==> src/rtl/ihgs_pkg.sv <==
// ----------------------------------------------------------------------------
// Interval heapsort greedy select package
// Shared field widths and the request, result and store entry types.
// ----------------------------------------------------------------------------
package ihgs_pkg;

  localparam int unsigned TagW  = 32;
  localparam int unsigned TimeW = 16;

  // One event request.
  typedef struct packed {
    logic [TagW-1:0]  event_tag;
    logic [TimeW-1:0] start_time;
    logic [TimeW-1:0] end_time;
    logic             batch_last;
  } evt_req_t;

  // One selected event.
  typedef struct packed {
    logic [TagW-1:0]  chosen_tag;
    logic [TimeW-1:0] chosen_start;
    logic [TimeW-1:0] chosen_end;
    logic             final_choice;
  } evt_res_t;

  // One entry of the event store: tag, start, end (end is the sort key).
  typedef struct packed {
    logic [TagW-1:0]  tag;
    logic [TimeW-1:0] start;
    logic [TimeW-1:0] stop;
  } entry_t;

endpackage

==> src/rtl/interval_heapsort_greedy_select.sv <==
// ----------------------------------------------------------------------------
// Interval heapsort greedy select
// Collects a batch of events, heapsorts it by end time in a single memory and
// emits the greedy activity selection over the sorted list.
// ----------------------------------------------------------------------------
// Usage:
// A request (req_i) is accepted on a rising edge with start high and busy low.
// Requests without batch_last are written to the event store and
// busy stays low. Events beyond MAX_EVENTS are dropped; batch_last still
// closes the batch. The request with batch_last starts the sort and busy goes
// high until the last result has been presented.
// Results appear on result_o for exactly one cycle each, marked by
// result_valid_o, in ascending end-time order; final_choice marks the last one.
// The receiver cannot stall, so results are never held.
// A batch is processed as a heap build over the inner nodes, then repeated root
// extractions, then a selection pass over the sorted list; each sift-down level
// waits for a registered read of the single store memory.
// Reset clears the event count and the control state; the store contents are
// not cleared and only written entries are ever used.
// ----------------------------------------------------------------------------
module interval_heapsort_greedy_select #(
  parameter int unsigned MAX_EVENTS = 16
) (
  input  logic              clk_i,
  input  logic              rst_ni,
  input  logic              start,
  output logic              busy,
  input  ihgs_pkg::evt_req_t req_i,
  output logic              result_valid_o,
  output ihgs_pkg::evt_res_t result_o
);

  localparam int unsigned IW = (MAX_EVENTS > 1) ? $clog2(MAX_EVENTS) : 1;
  localparam int unsigned CW = $clog2(MAX_EVENTS + 1);

  typedef enum logic [3:0] {
    ST_LOAD,
    ST_BLD_RD,
    ST_BLD_LD,
    ST_EXT_RD,
    ST_EXT_LD,
    ST_SIFT,
    ST_PUT,
    ST_SEL,
    ST_FIN
  } state_e;

  state_e              state_q, state_d;
  logic [CW-1:0]       cnt_q, cnt_d;
  logic [IW-1:0]       idx_q, idx_d;
  logic [IW-1:0]       root_q, root_d;
  logic [IW-1:0]       hi_q, hi_d;
  logic [IW-1:0]       child_q, child_d;
  logic                extr_q, extr_d;
  ihgs_pkg::entry_t    val_q, val_d;
  logic [CW-1:0]       sel_q, sel_d;
  logic                pv_q, pv_d;
  logic                first_q, first_d;
  logic [ihgs_pkg::TimeW-1:0] lte_q, lte_d;
  ihgs_pkg::entry_t    pend_q, pend_d;
  logic                res_vld_q, res_vld_d;
  ihgs_pkg::evt_res_t  res_q, res_d;

  // Event store and its port signals.
  ihgs_pkg::entry_t    store_q [MAX_EVENTS];
  ihgs_pkg::entry_t    rd0_q, rd1_q;
  logic                mem_we;
  logic [IW-1:0]       mem_wa;
  ihgs_pkg::entry_t    mem_wd;
  logic [IW-1:0]       ra0, ra1;

  // Helper values.
  logic [CW-1:0]       n_new;
  logic [IW-1:0]       cnt_m1;
  logic                sel1, swap;
  logic [IW-1:0]       big_idx;
  ihgs_pkg::entry_t    big;
  logic [IW-1:0]       desc_root, desc_hi;
  logic [IW+1:0]       desc_c, desc_c1;
  logic                desc_ok, desc_two;
  logic                do_desc, sift_fin, sel_init;

  assign busy           = (state_q != ST_LOAD);
  assign result_valid_o = res_vld_q;
  assign result_o       = res_q;

  assign cnt_m1 = IW'(cnt_q - CW'(1));

  // Larger child and the swap decision of the current sift-down level.
  always_comb begin
    sel1    = (child_q < hi_q) && (rd0_q.stop < rd1_q.stop);
    big_idx = sel1 ? IW'(child_q + IW'(1)) : child_q;
    big     = sel1 ? rd1_q : rd0_q;
    swap    = (val_q.stop < big.stop);
  end

  // Child addresses of the node the hole moves to next.
  always_comb begin
    case (state_q)
      ST_BLD_LD: begin
        desc_root = idx_q;
        desc_hi   = cnt_m1;
      end
      ST_EXT_LD: begin
        desc_root = '0;
        desc_hi   = IW'(idx_q - IW'(1));
      end
      default: begin
        desc_root = big_idx;
        desc_hi   = hi_q;
      end
    endcase
    desc_c   = {1'b0, desc_root, 1'b1};
    desc_c1  = desc_c + (IW+2)'(1);
    desc_ok  = (desc_c <= {2'b00, desc_hi});
    desc_two = (desc_c < {2'b00, desc_hi});
  end

  // Sequencer next-state logic and memory port control.
  always_comb begin
    state_d   = state_q;
    cnt_d     = cnt_q;
    idx_d     = idx_q;
    root_d    = root_q;
    hi_d      = hi_q;
    child_d   = child_q;
    extr_d    = extr_q;
    val_d     = val_q;
    sel_d     = sel_q;
    pv_d      = 1'b0;
    first_d   = first_q;
    lte_d     = lte_q;
    pend_d    = pend_q;
    res_vld_d = 1'b0;
    res_d     = res_q;
    mem_we    = 1'b0;
    mem_wa    = root_q;
    mem_wd    = val_q;
    ra0       = '0;
    ra1       = '0;
    n_new     = cnt_q;
    do_desc   = 1'b0;
    sift_fin  = 1'b0;
    sel_init  = 1'b0;

    case (state_q)
      ST_LOAD: begin
        if (start && !busy) begin
          if (cnt_q < CW'(MAX_EVENTS)) begin
            mem_we = 1'b1;
            mem_wa = IW'(cnt_q);
            mem_wd = '{tag:   req_i.event_tag,
                       start: req_i.start_time,
                       stop:  req_i.end_time};
            n_new  = cnt_q + CW'(1);
          end
          cnt_d = n_new;
          if (req_i.batch_last) begin
            if (n_new == CW'(1)) begin
              sel_init = 1'b1;
            end else begin
              idx_d   = IW'((n_new >> 1) - CW'(1));
              extr_d  = 1'b0;
              state_d = ST_BLD_RD;
            end
          end
        end
      end
      ST_BLD_RD: begin
        ra0     = idx_q;
        state_d = ST_BLD_LD;
      end
      ST_BLD_LD: begin
        val_d   = rd0_q;
        hi_d    = cnt_m1;
        do_desc = 1'b1;
      end
      ST_EXT_RD: begin
        ra0     = '0;
        ra1     = idx_q;
        state_d = ST_EXT_LD;
      end
      ST_EXT_LD: begin
        // The old root goes to the tail; the old tail is sifted from the top.
        mem_we  = 1'b1;
        mem_wa  = idx_q;
        mem_wd  = rd0_q;
        val_d   = rd1_q;
        hi_d    = IW'(idx_q - IW'(1));
        do_desc = 1'b1;
      end
      ST_SIFT: begin
        mem_we = 1'b1;
        mem_wa = root_q;
        if (swap) begin
          mem_wd  = big;
          do_desc = 1'b1;
        end else begin
          mem_wd   = val_q;
          sift_fin = 1'b1;
        end
      end
      ST_PUT: begin
        mem_we   = 1'b1;
        mem_wa   = root_q;
        mem_wd   = val_q;
        sift_fin = 1'b1;
      end
      ST_SEL: begin
        // Stream the sorted list; hold each taken event until the next one
        // shows whether it was the final choice.
        if (sel_q < cnt_q) begin
          ra0   = IW'(sel_q);
          sel_d = sel_q + CW'(1);
          pv_d  = 1'b1;
        end else if (!pv_q) begin
          state_d = ST_FIN;
        end
        if (pv_q && (first_q || (rd0_q.start >= lte_q))) begin
          if (!first_q) begin
            res_vld_d = 1'b1;
            res_d     = '{chosen_tag:   pend_q.tag,
                          chosen_start: pend_q.start,
                          chosen_end:   pend_q.stop,
                          final_choice: 1'b0};
          end
          pend_d  = rd0_q;
          lte_d   = rd0_q.stop;
          first_d = 1'b0;
        end
      end
      ST_FIN: begin
        res_vld_d = 1'b1;
        res_d     = '{chosen_tag:   pend_q.tag,
                      chosen_start: pend_q.start,
                      chosen_end:   pend_q.stop,
                      final_choice: 1'b1};
        cnt_d     = '0;
        state_d   = ST_LOAD;
      end
      default: begin
        state_d = ST_LOAD;
      end
    endcase

    // Move the hole down one level, or place the sifted entry.
    if (do_desc) begin
      root_d = desc_root;
      if (desc_ok) begin
        ra0     = desc_c[IW-1:0];
        ra1     = desc_two ? desc_c1[IW-1:0] : desc_c[IW-1:0];
        child_d = desc_c[IW-1:0];
        state_d = ST_SIFT;
      end else begin
        state_d = ST_PUT;
      end
    end

    // One sift-down is complete: next build node, next extraction or select.
    if (sift_fin) begin
      if (!extr_q) begin
        if (idx_q == '0) begin
          extr_d  = 1'b1;
          idx_d   = cnt_m1;
          state_d = ST_EXT_RD;
        end else begin
          idx_d   = IW'(idx_q - IW'(1));
          state_d = ST_BLD_RD;
        end
      end else if (idx_q == IW'(1)) begin
        sel_init = 1'b1;
      end else begin
        idx_d   = IW'(idx_q - IW'(1));
        state_d = ST_EXT_RD;
      end
    end

    if (sel_init) begin
      sel_d   = '0;
      first_d = 1'b1;
      state_d = ST_SEL;
    end
  end

  // State and registered outputs.
  always_ff @(posedge clk_i or negedge rst_ni) begin
    if (!rst_ni) begin
      state_q   <= ST_LOAD;
      cnt_q     <= '0;
      idx_q     <= '0;
      root_q    <= '0;
      hi_q      <= '0;
      child_q   <= '0;
      extr_q    <= 1'b0;
      sel_q     <= '0;
      pv_q      <= 1'b0;
      first_q   <= 1'b0;
      lte_q     <= '0;
      res_vld_q <= 1'b0;
    end else begin
      state_q   <= state_d;
      cnt_q     <= cnt_d;
      idx_q     <= idx_d;
      root_q    <= root_d;
      hi_q      <= hi_d;
      child_q   <= child_d;
      extr_q    <= extr_d;
      sel_q     <= sel_d;
      pv_q      <= pv_d;
      first_q   <= first_d;
      lte_q     <= lte_d;
      res_vld_q <= res_vld_d;
    end
  end

  // Payload registers.
  always_ff @(posedge clk_i) begin
    val_q  <= val_d;
    pend_q <= pend_d;
    res_q  <= res_d;
  end

  // Event store: one write port, two registered read ports.
  always_ff @(posedge clk_i) begin
    if (mem_we) begin
      store_q[mem_wa] <= mem_wd;
    end
    rd0_q <= store_q[ra0];
    rd1_q <= store_q[ra1];
  end

endmodule

==> config.mk <==
export PLATFORM = sky130hd
export DESIGN_NAME = interval_heapsort_greedy_select
export DESIGN_NICKNAME = d
export VERILOG_FILES = /design/src/rtl/ihgs_pkg.sv /design/src/rtl/interval_heapsort_greedy_select.sv
export SDC_FILE = /design/constraint.sdc
export NUM_CORES = 2
export LEC_CHECK = 0
export BUFFER_PORTS_ARGS = -buffer_cell sky130_fd_sc_hd__buf_2
export CAP_MARGIN = 20
export CORE_ASPECT_RATIO = 1.75
export CORE_MARGIN = 2
export CORE_UTILIZATION = 63
export CTS_CLUSTER_SIZE = 10
export DETAILED_ROUTE_END_ITERATION = 16
export GPL_ROUTABILITY_DRIVEN = 0
export HOLD_SLACK_MARGIN = 0.1
export PLACE_DENSITY_LB_ADDON = 0.15
export SKIP_CTS_REPAIR_TIMING = 1
export SYNTH_ARGS = -nofsm -noshare
export SYNTH_HDL_FRONTEND = slang
export SYNTH_SLANG_ARGS = --single-unit
==> constraint.sdc <==
create_clock -name clk_i -period 8.1 [get_ports clk_i]
set_clock_uncertainty 0.2 [all_clocks]
set_input_delay 1.215 -clock clk_i [delete_from_list [all_inputs] [get_ports clk_i]]
set_output_delay 1.215 -clock clk_i [all_outputs]
set_load 0.01 [all_outputs]
After elaboration in Yosys (flattened, before gate mapping)
Memories as Yosys holds them, arrays and structs flattened. A register that Yosys moved wholly into a read port is not among the register bits.
Index checks and enable logic that the tools add are counted.
{"block": "op_classes", "n_addsub": 7, "mul": 0, "n_div": 0, "n_lt_le_gt_ge": 8, "eq_ne": 13, "n_shift": 0, "n_mux": 83, "bitwise_logic": 0, "reduce_logical": 23}
{"op": "$mux 64", "count": 4}
{"op": "$pmux 64 s3", "count": 1}
{"op": "$mux 65", "count": 2}
{"op": "$pmux 65 s2", "count": 1}
{"op": "$pmux 64 s2", "count": 1}
{"op": "$mux 4", "count": 28}
{"op": "$mux 5", "count": 7}
{"op": "$lt 16x16->1", "count": 2}
{"op": "$pmux 4 s2", "count": 4}
{"op": "$mux 1", "count": 27}
{"op": "$pmux 4 s5", "count": 1}
{"op": "$eq 4x3->1 const B", "count": 4}
{"op": "$ge 16x16->1", "count": 1}
{"op": "$reduce_bool 2->1", "count": 6}
{"op": "$sub 4x1->4 const B", "count": 3}
{"op": "$add 5x1->5 const B", "count": 2}
{"op": "$pmux 5 s2", "count": 1}
{"op": "$reduce_and 2->1", "count": 5}
{"op": "$add 4x1->4 const B", "count": 2}
{"op": "$eq 4x1->1 const B", "count": 2}
{"op": "$eq 4x2->1 const B", "count": 2}
{"op": "$logic_not 4->1", "count": 2}
{"op": "$pmux 1 s2", "count": 4}
{"op": "$ne 2x2->1 const B", "count": 3}
{"op": "16 further kinds", "count": 19}
{"block": "totals", "register_bits": 243, "latchBits": 0, "ram_bits": 1024, "mem_bits_ro": 0, "in_bits": 68, "elab_cells": 157, "memories": 1}
{"memory": "store_q", "words": 16, "word_bits": 64, "rd": 2, "rd_clocked_by_memory_dff": 2, "wr": 1, "line": "interval_heapsort_greedy_select.sv:65", "source": "ihgs_pkg::entry_t store_q [MAX_EVENTS];"}

Longest topological paths before layout
{"block": "depth", "ltp_word": 15, "ltp_mapped": 28, "mapped_depth_nobuf": 21}

Least setup slack after synthesis
No wires, ideal clock.
{"block": "synth_timing", "kind": "flip-flop to flip-flop", "from": "register, netlist name rd0_q[16]", "to": "register res_q, in the netlist result_o[0] (enable)", "t_arrival_ns": 5.770, "required_ns": 7.478, "setup_slack_ns": 1.708, "stages_incl_launch_ff": 15, "path_buffers": 1, "synth_period_minus_slack_ns": 6.392, "path_cell_list": "dfxtp_1 -> inv_1 -> ha_1 -> nand2b_1 -> a21o_1 -> a21o_1 -> a21o_1 -> a21o_1 -> a21o_1 -> a211oi_1 -> o21ai_0 -> nand4_1 -> a31oi_1 -> clkbuf_1 -> a21o_1"}
{"block": "synth_via", "elab_chain_cells": 5}
{"item": "$ge 16x16->1", "line": "interval_heapsort_greedy_select.sv:219", "source": "if (pv_q && (first_q || (rd0_q.start >= lte_q))) begin"}
{"item": "$logic_or 1x1->1", "line": "interval_heapsort_greedy_select.sv:219"}
{"item": "$logic_and 1x1->1", "line": "interval_heapsort_greedy_select.sv:219"}
{"item": "$ne 2x2->1 (no source line)"}
{"item": "$reduce_and 3->1 (no source line)"}
{"item": "end signal: assignment", "line": "interval_heapsort_greedy_select.sv:320", "source": "res_q <= res_d;"}
{"item": "end: declaration", "line": "interval_heapsort_greedy_select.sv:62", "source": "ihgs_pkg::evt_res_t res_q, res_d;"}
No other way between the ends.
A chain may end at the register's enable or synchronous reset.

Worst setup path after layout
{"block": "layout_timing", "from": "register, netlist name rd0_q[15]", "to": "register, netlist name rd1_q[11]"}
{"block": "layout_via", "elab_chain_cells": 8, "word_cells_on_any_way": 14, "cone_classes": "add/sub (1); order compare (4); mux (8); reduce/logical (1)"}
{"item": "branches (longest 7 deep; another with $lt 16x16->1)"}
{"item": "$mux 4 *", "line": "interval_heapsort_greedy_select.sv:247", "source": "if (do_desc) begin"}
Mark *: on every way between the ends.

==> flow_summary.json <==
{
  "vias": 51800,
  "first_pass_iters": 7,
  "max-clock-path-buffers": 3,
  "fin_crit_sh_pct": 92.9,
  "rows": 155,
  "area_delta_synth_final_pct": 11.3,
  "tritoncts": "yes",
  "grt_antenna_before_repair": 14,
  "grt.total_usage_pct": 41.1,
  "rr_worst_depth": 19,
  "rsz0062_at_grt": "false",
  "die_w_um": 246,
  "critical_path_class": "register to register",
  "io_pins": 135,
  "cp.depth": 19,
  "nets": 5775,
  "setup.worst_path.end": "rd1_q[11]",
  "arrival_ps": 7940,
  "cp-start-kind": "register",
  "r2r_slack_ps": 580,
  "cp-startpoint": "rd0_q[15]",
  "cp.required_ps": 8520,
  "syn-num-nets": 5802,
  "worst_pin_slew_ps": 1230,
  "insertion_delay_ps": 810,
  "finalHoldViolations": 0,
  "synthCells": 5670,
  "r2r_start": "rd0_q[15]",
  "grt_pass1_vias": 51100,
  "antenna_left": 0,
  "drc": 0,
  "dieArea_um2": 105000,
  "cts.sinks": 1395,
  "min_period_ps": 7520,
  "synth_ff_type": "edfxtp_1",
  "fin_tns_setup_ps": 0,
  "h-tree-depth": 4,
  "path_cells": "ha_1 -> a211o_1 -> a21oi_1 -> nand2_1 -> nor2_4 -> buf_4 -> mux2i_1 -> ha_1 -> nand3_1 -> nor3_1 -> o21ai_0 -> nor3_1 -> nand3_1 -> nand3b_1 -> buf_4 -> and2_4 -> buf_12 -> a221oi_1 -> or4_1",
  "syn_area_per_cell_um2": 11.4,
  "slowest_delay_ps": 870,
  "synth_cell_types": 67,
  "drt-initial-drc-count": 8641,
  "port_buffers": 134,
  "critPathMaxFanout": 56,
  "core_um2": 102000,
  "path_clk_slew_ps": 60,
  "synth_edf_count": 1217,
  "r2r_end": "rd1_q[11]",
  "status": "finished clean",
  "grt_max_degree": 106,
  "setup_violations": 0,
  "synth_area_um2": 64700,
  "wl_per_cell_um": 30.9,
  "drive_gt1_share_pct": 9.19,
  "synthArstFlopShare_pct": 3.58,
  "cts-root-buf": "clkbuf_16",
  "grt_pass1_wl_um": 318000,
  "dpl.hpwl_um": 120000,
  "ys_seq_area_share_pct": 62.4,
  "viasPerCell": 7.28,
  "cp_top_family": "simple AND/OR/NAND/NOR gates",
  "cp_num_buf_inv": 3,
  "drv_slew": 0,
  "routed_wl_um": 220000,
  "cpMaxStageDelayCell": "and2_4",
  "worst_hold_path_type": "register to register",
  "grt-ovfl-total": 0,
  "endpoint_kind": "register",
  "max_slew_margin_pct": 17.7,
  "fill_cells": 7130,
  "die_y_um": 428,
  "max_cap_violations": 0,
  "ys_ff_latch": 1395,
  "max_freq_mhz": 133,
  "start_util_pct": 63.5,
  "cts_buffers": 157,
  "yosys_warnings": 0
}
cells in the mapped netlist, drive strengths merged (71+ instances only):
cell    number  share of area, %
a211oi     135               1.6
a21oi      345               2.7
a221oi     256               3.5
a31oi       71              0.69
and3        71              0.69
buf        108              0.95
clkbuf     357               2.1
dfxtp      128               4.0
edfxtp    1217                56
mux2i      322               5.0
nand2     1239               7.2
nand3      279               2.2
nor2       179               1.0
o21ai      303               2.3
sequential cells by signal (all words and copies together) (netlist names), 4 cells and up:
signal	count
sel_q	5
cnt_q	5
rd0_q	64
rd1_q	64
result_o	65
root_q	4
child_q	4
store_q	1024
val_q	64
lte_q	16
hi_q	4
pend_q	64
idx_q	4
state_q	4
cell usage in the layout (no fill, tap or decap), types with 66 or more instances in the layout:
cell / instances
nand2_1: 1234
edfxtp_1: 1217
a21oi_1: 344
mux2i_1: 322
o21ai_0: 296
nand3_1: 277
a221oi_1: 256
clkbuf_16: 162
nor2_1: 159
a211oi_1: 135
buf_2: 134
dfxtp_1: 128
clkbuf_1: 113
buf_4: 84
and3_1: 70
a31oi_1: 68
o221ai_1: 67
a22o_1: 66
worst register-to-register path: cells and delay by family, from the launching register on:
| kind | cells | cell delay [ps] |
|---|---|---|
| fa+ha+maj | 2 | 620 |
| mux | 1 | 140 |
| simple gates | 9 | 3920 |
| flops | 1 | 480 |
| buf+inv | 3 | 1020 |
| compound gates | 4 | 980 |
cell families (layout without fill, tap and decap cells):
logic type | count (synthesis) | count (layout) | synth area share [%]
muxes | 342 | 342 | 5.33
DFF | 1395 | 1395 | 62.4
adders and majority gates | 64 | 64 | 1.24
xor gates and xnor gates | 16 | 16 | 0.216
other | 0 | 8 | 0
AOI/OAI and AO/OA | 1438 | 1438 | 15.1
buffers and inverters | 522 | 622 | 3.35
and+or+nand+nor | 1893 | 1893 | 12.4
worst min path at each step:
stage	startpoint	to	slack [ps]	cells after the start
after CTS	pend_q[20]	result_o[21]	220	0
after floorplan	pend_q[9]	result_o[10]	200	0
after global routing	pend_q[16]	result_o[17]	220	0
after global placement	pend_q[26]	result_o[27]	200	0
after detailed placement	pend_q[47]	result_o[48]	210	0
final	pend_q[16]	result_o[17]	220	0
metal layers:
metal | track usage (%) | share of wire (%)
met5 | 0 | 0.014
met4 | 28.0 | 7.8
met2 | 64.9 | 47
met1 | 49.9 | 32
met3 | 9.97 | 14
final cells by class:
type / count / area [µm²] / area share, %
sequential: 1395 / 40400 / 56.0
multi-input combinational: 3753 / 22600 / 31.4
clock buffer: 275 / 4480 / 6.22
timing repair buffer: 279 / 2530 / 3.51
tap: 1334 / 1670 / 2.32
inverter: 57 / 216 / 0.301
clock inverter: 11 / 161 / 0.224
antenna: 8 / 20.0 / 0.0278
stage by stage:
step	utilization (%)	hold WS (ps)	setup slack [ps]	cell area, µm²	instances
floorplan	-	200	1710	64700	5670
global placement	66.0	201	971	67300	6815
detailed placement	66.0	205	893	67300	6817
CTS	70.6	218	861	72000	7103
global route	70.6	220	334	72000	7112
finish	70.6	217	578	72000	7112
Power is left out: the tool's default activity adds up to more than one toggle a clock period on the data nets, which glitch-free logic cannot reach.
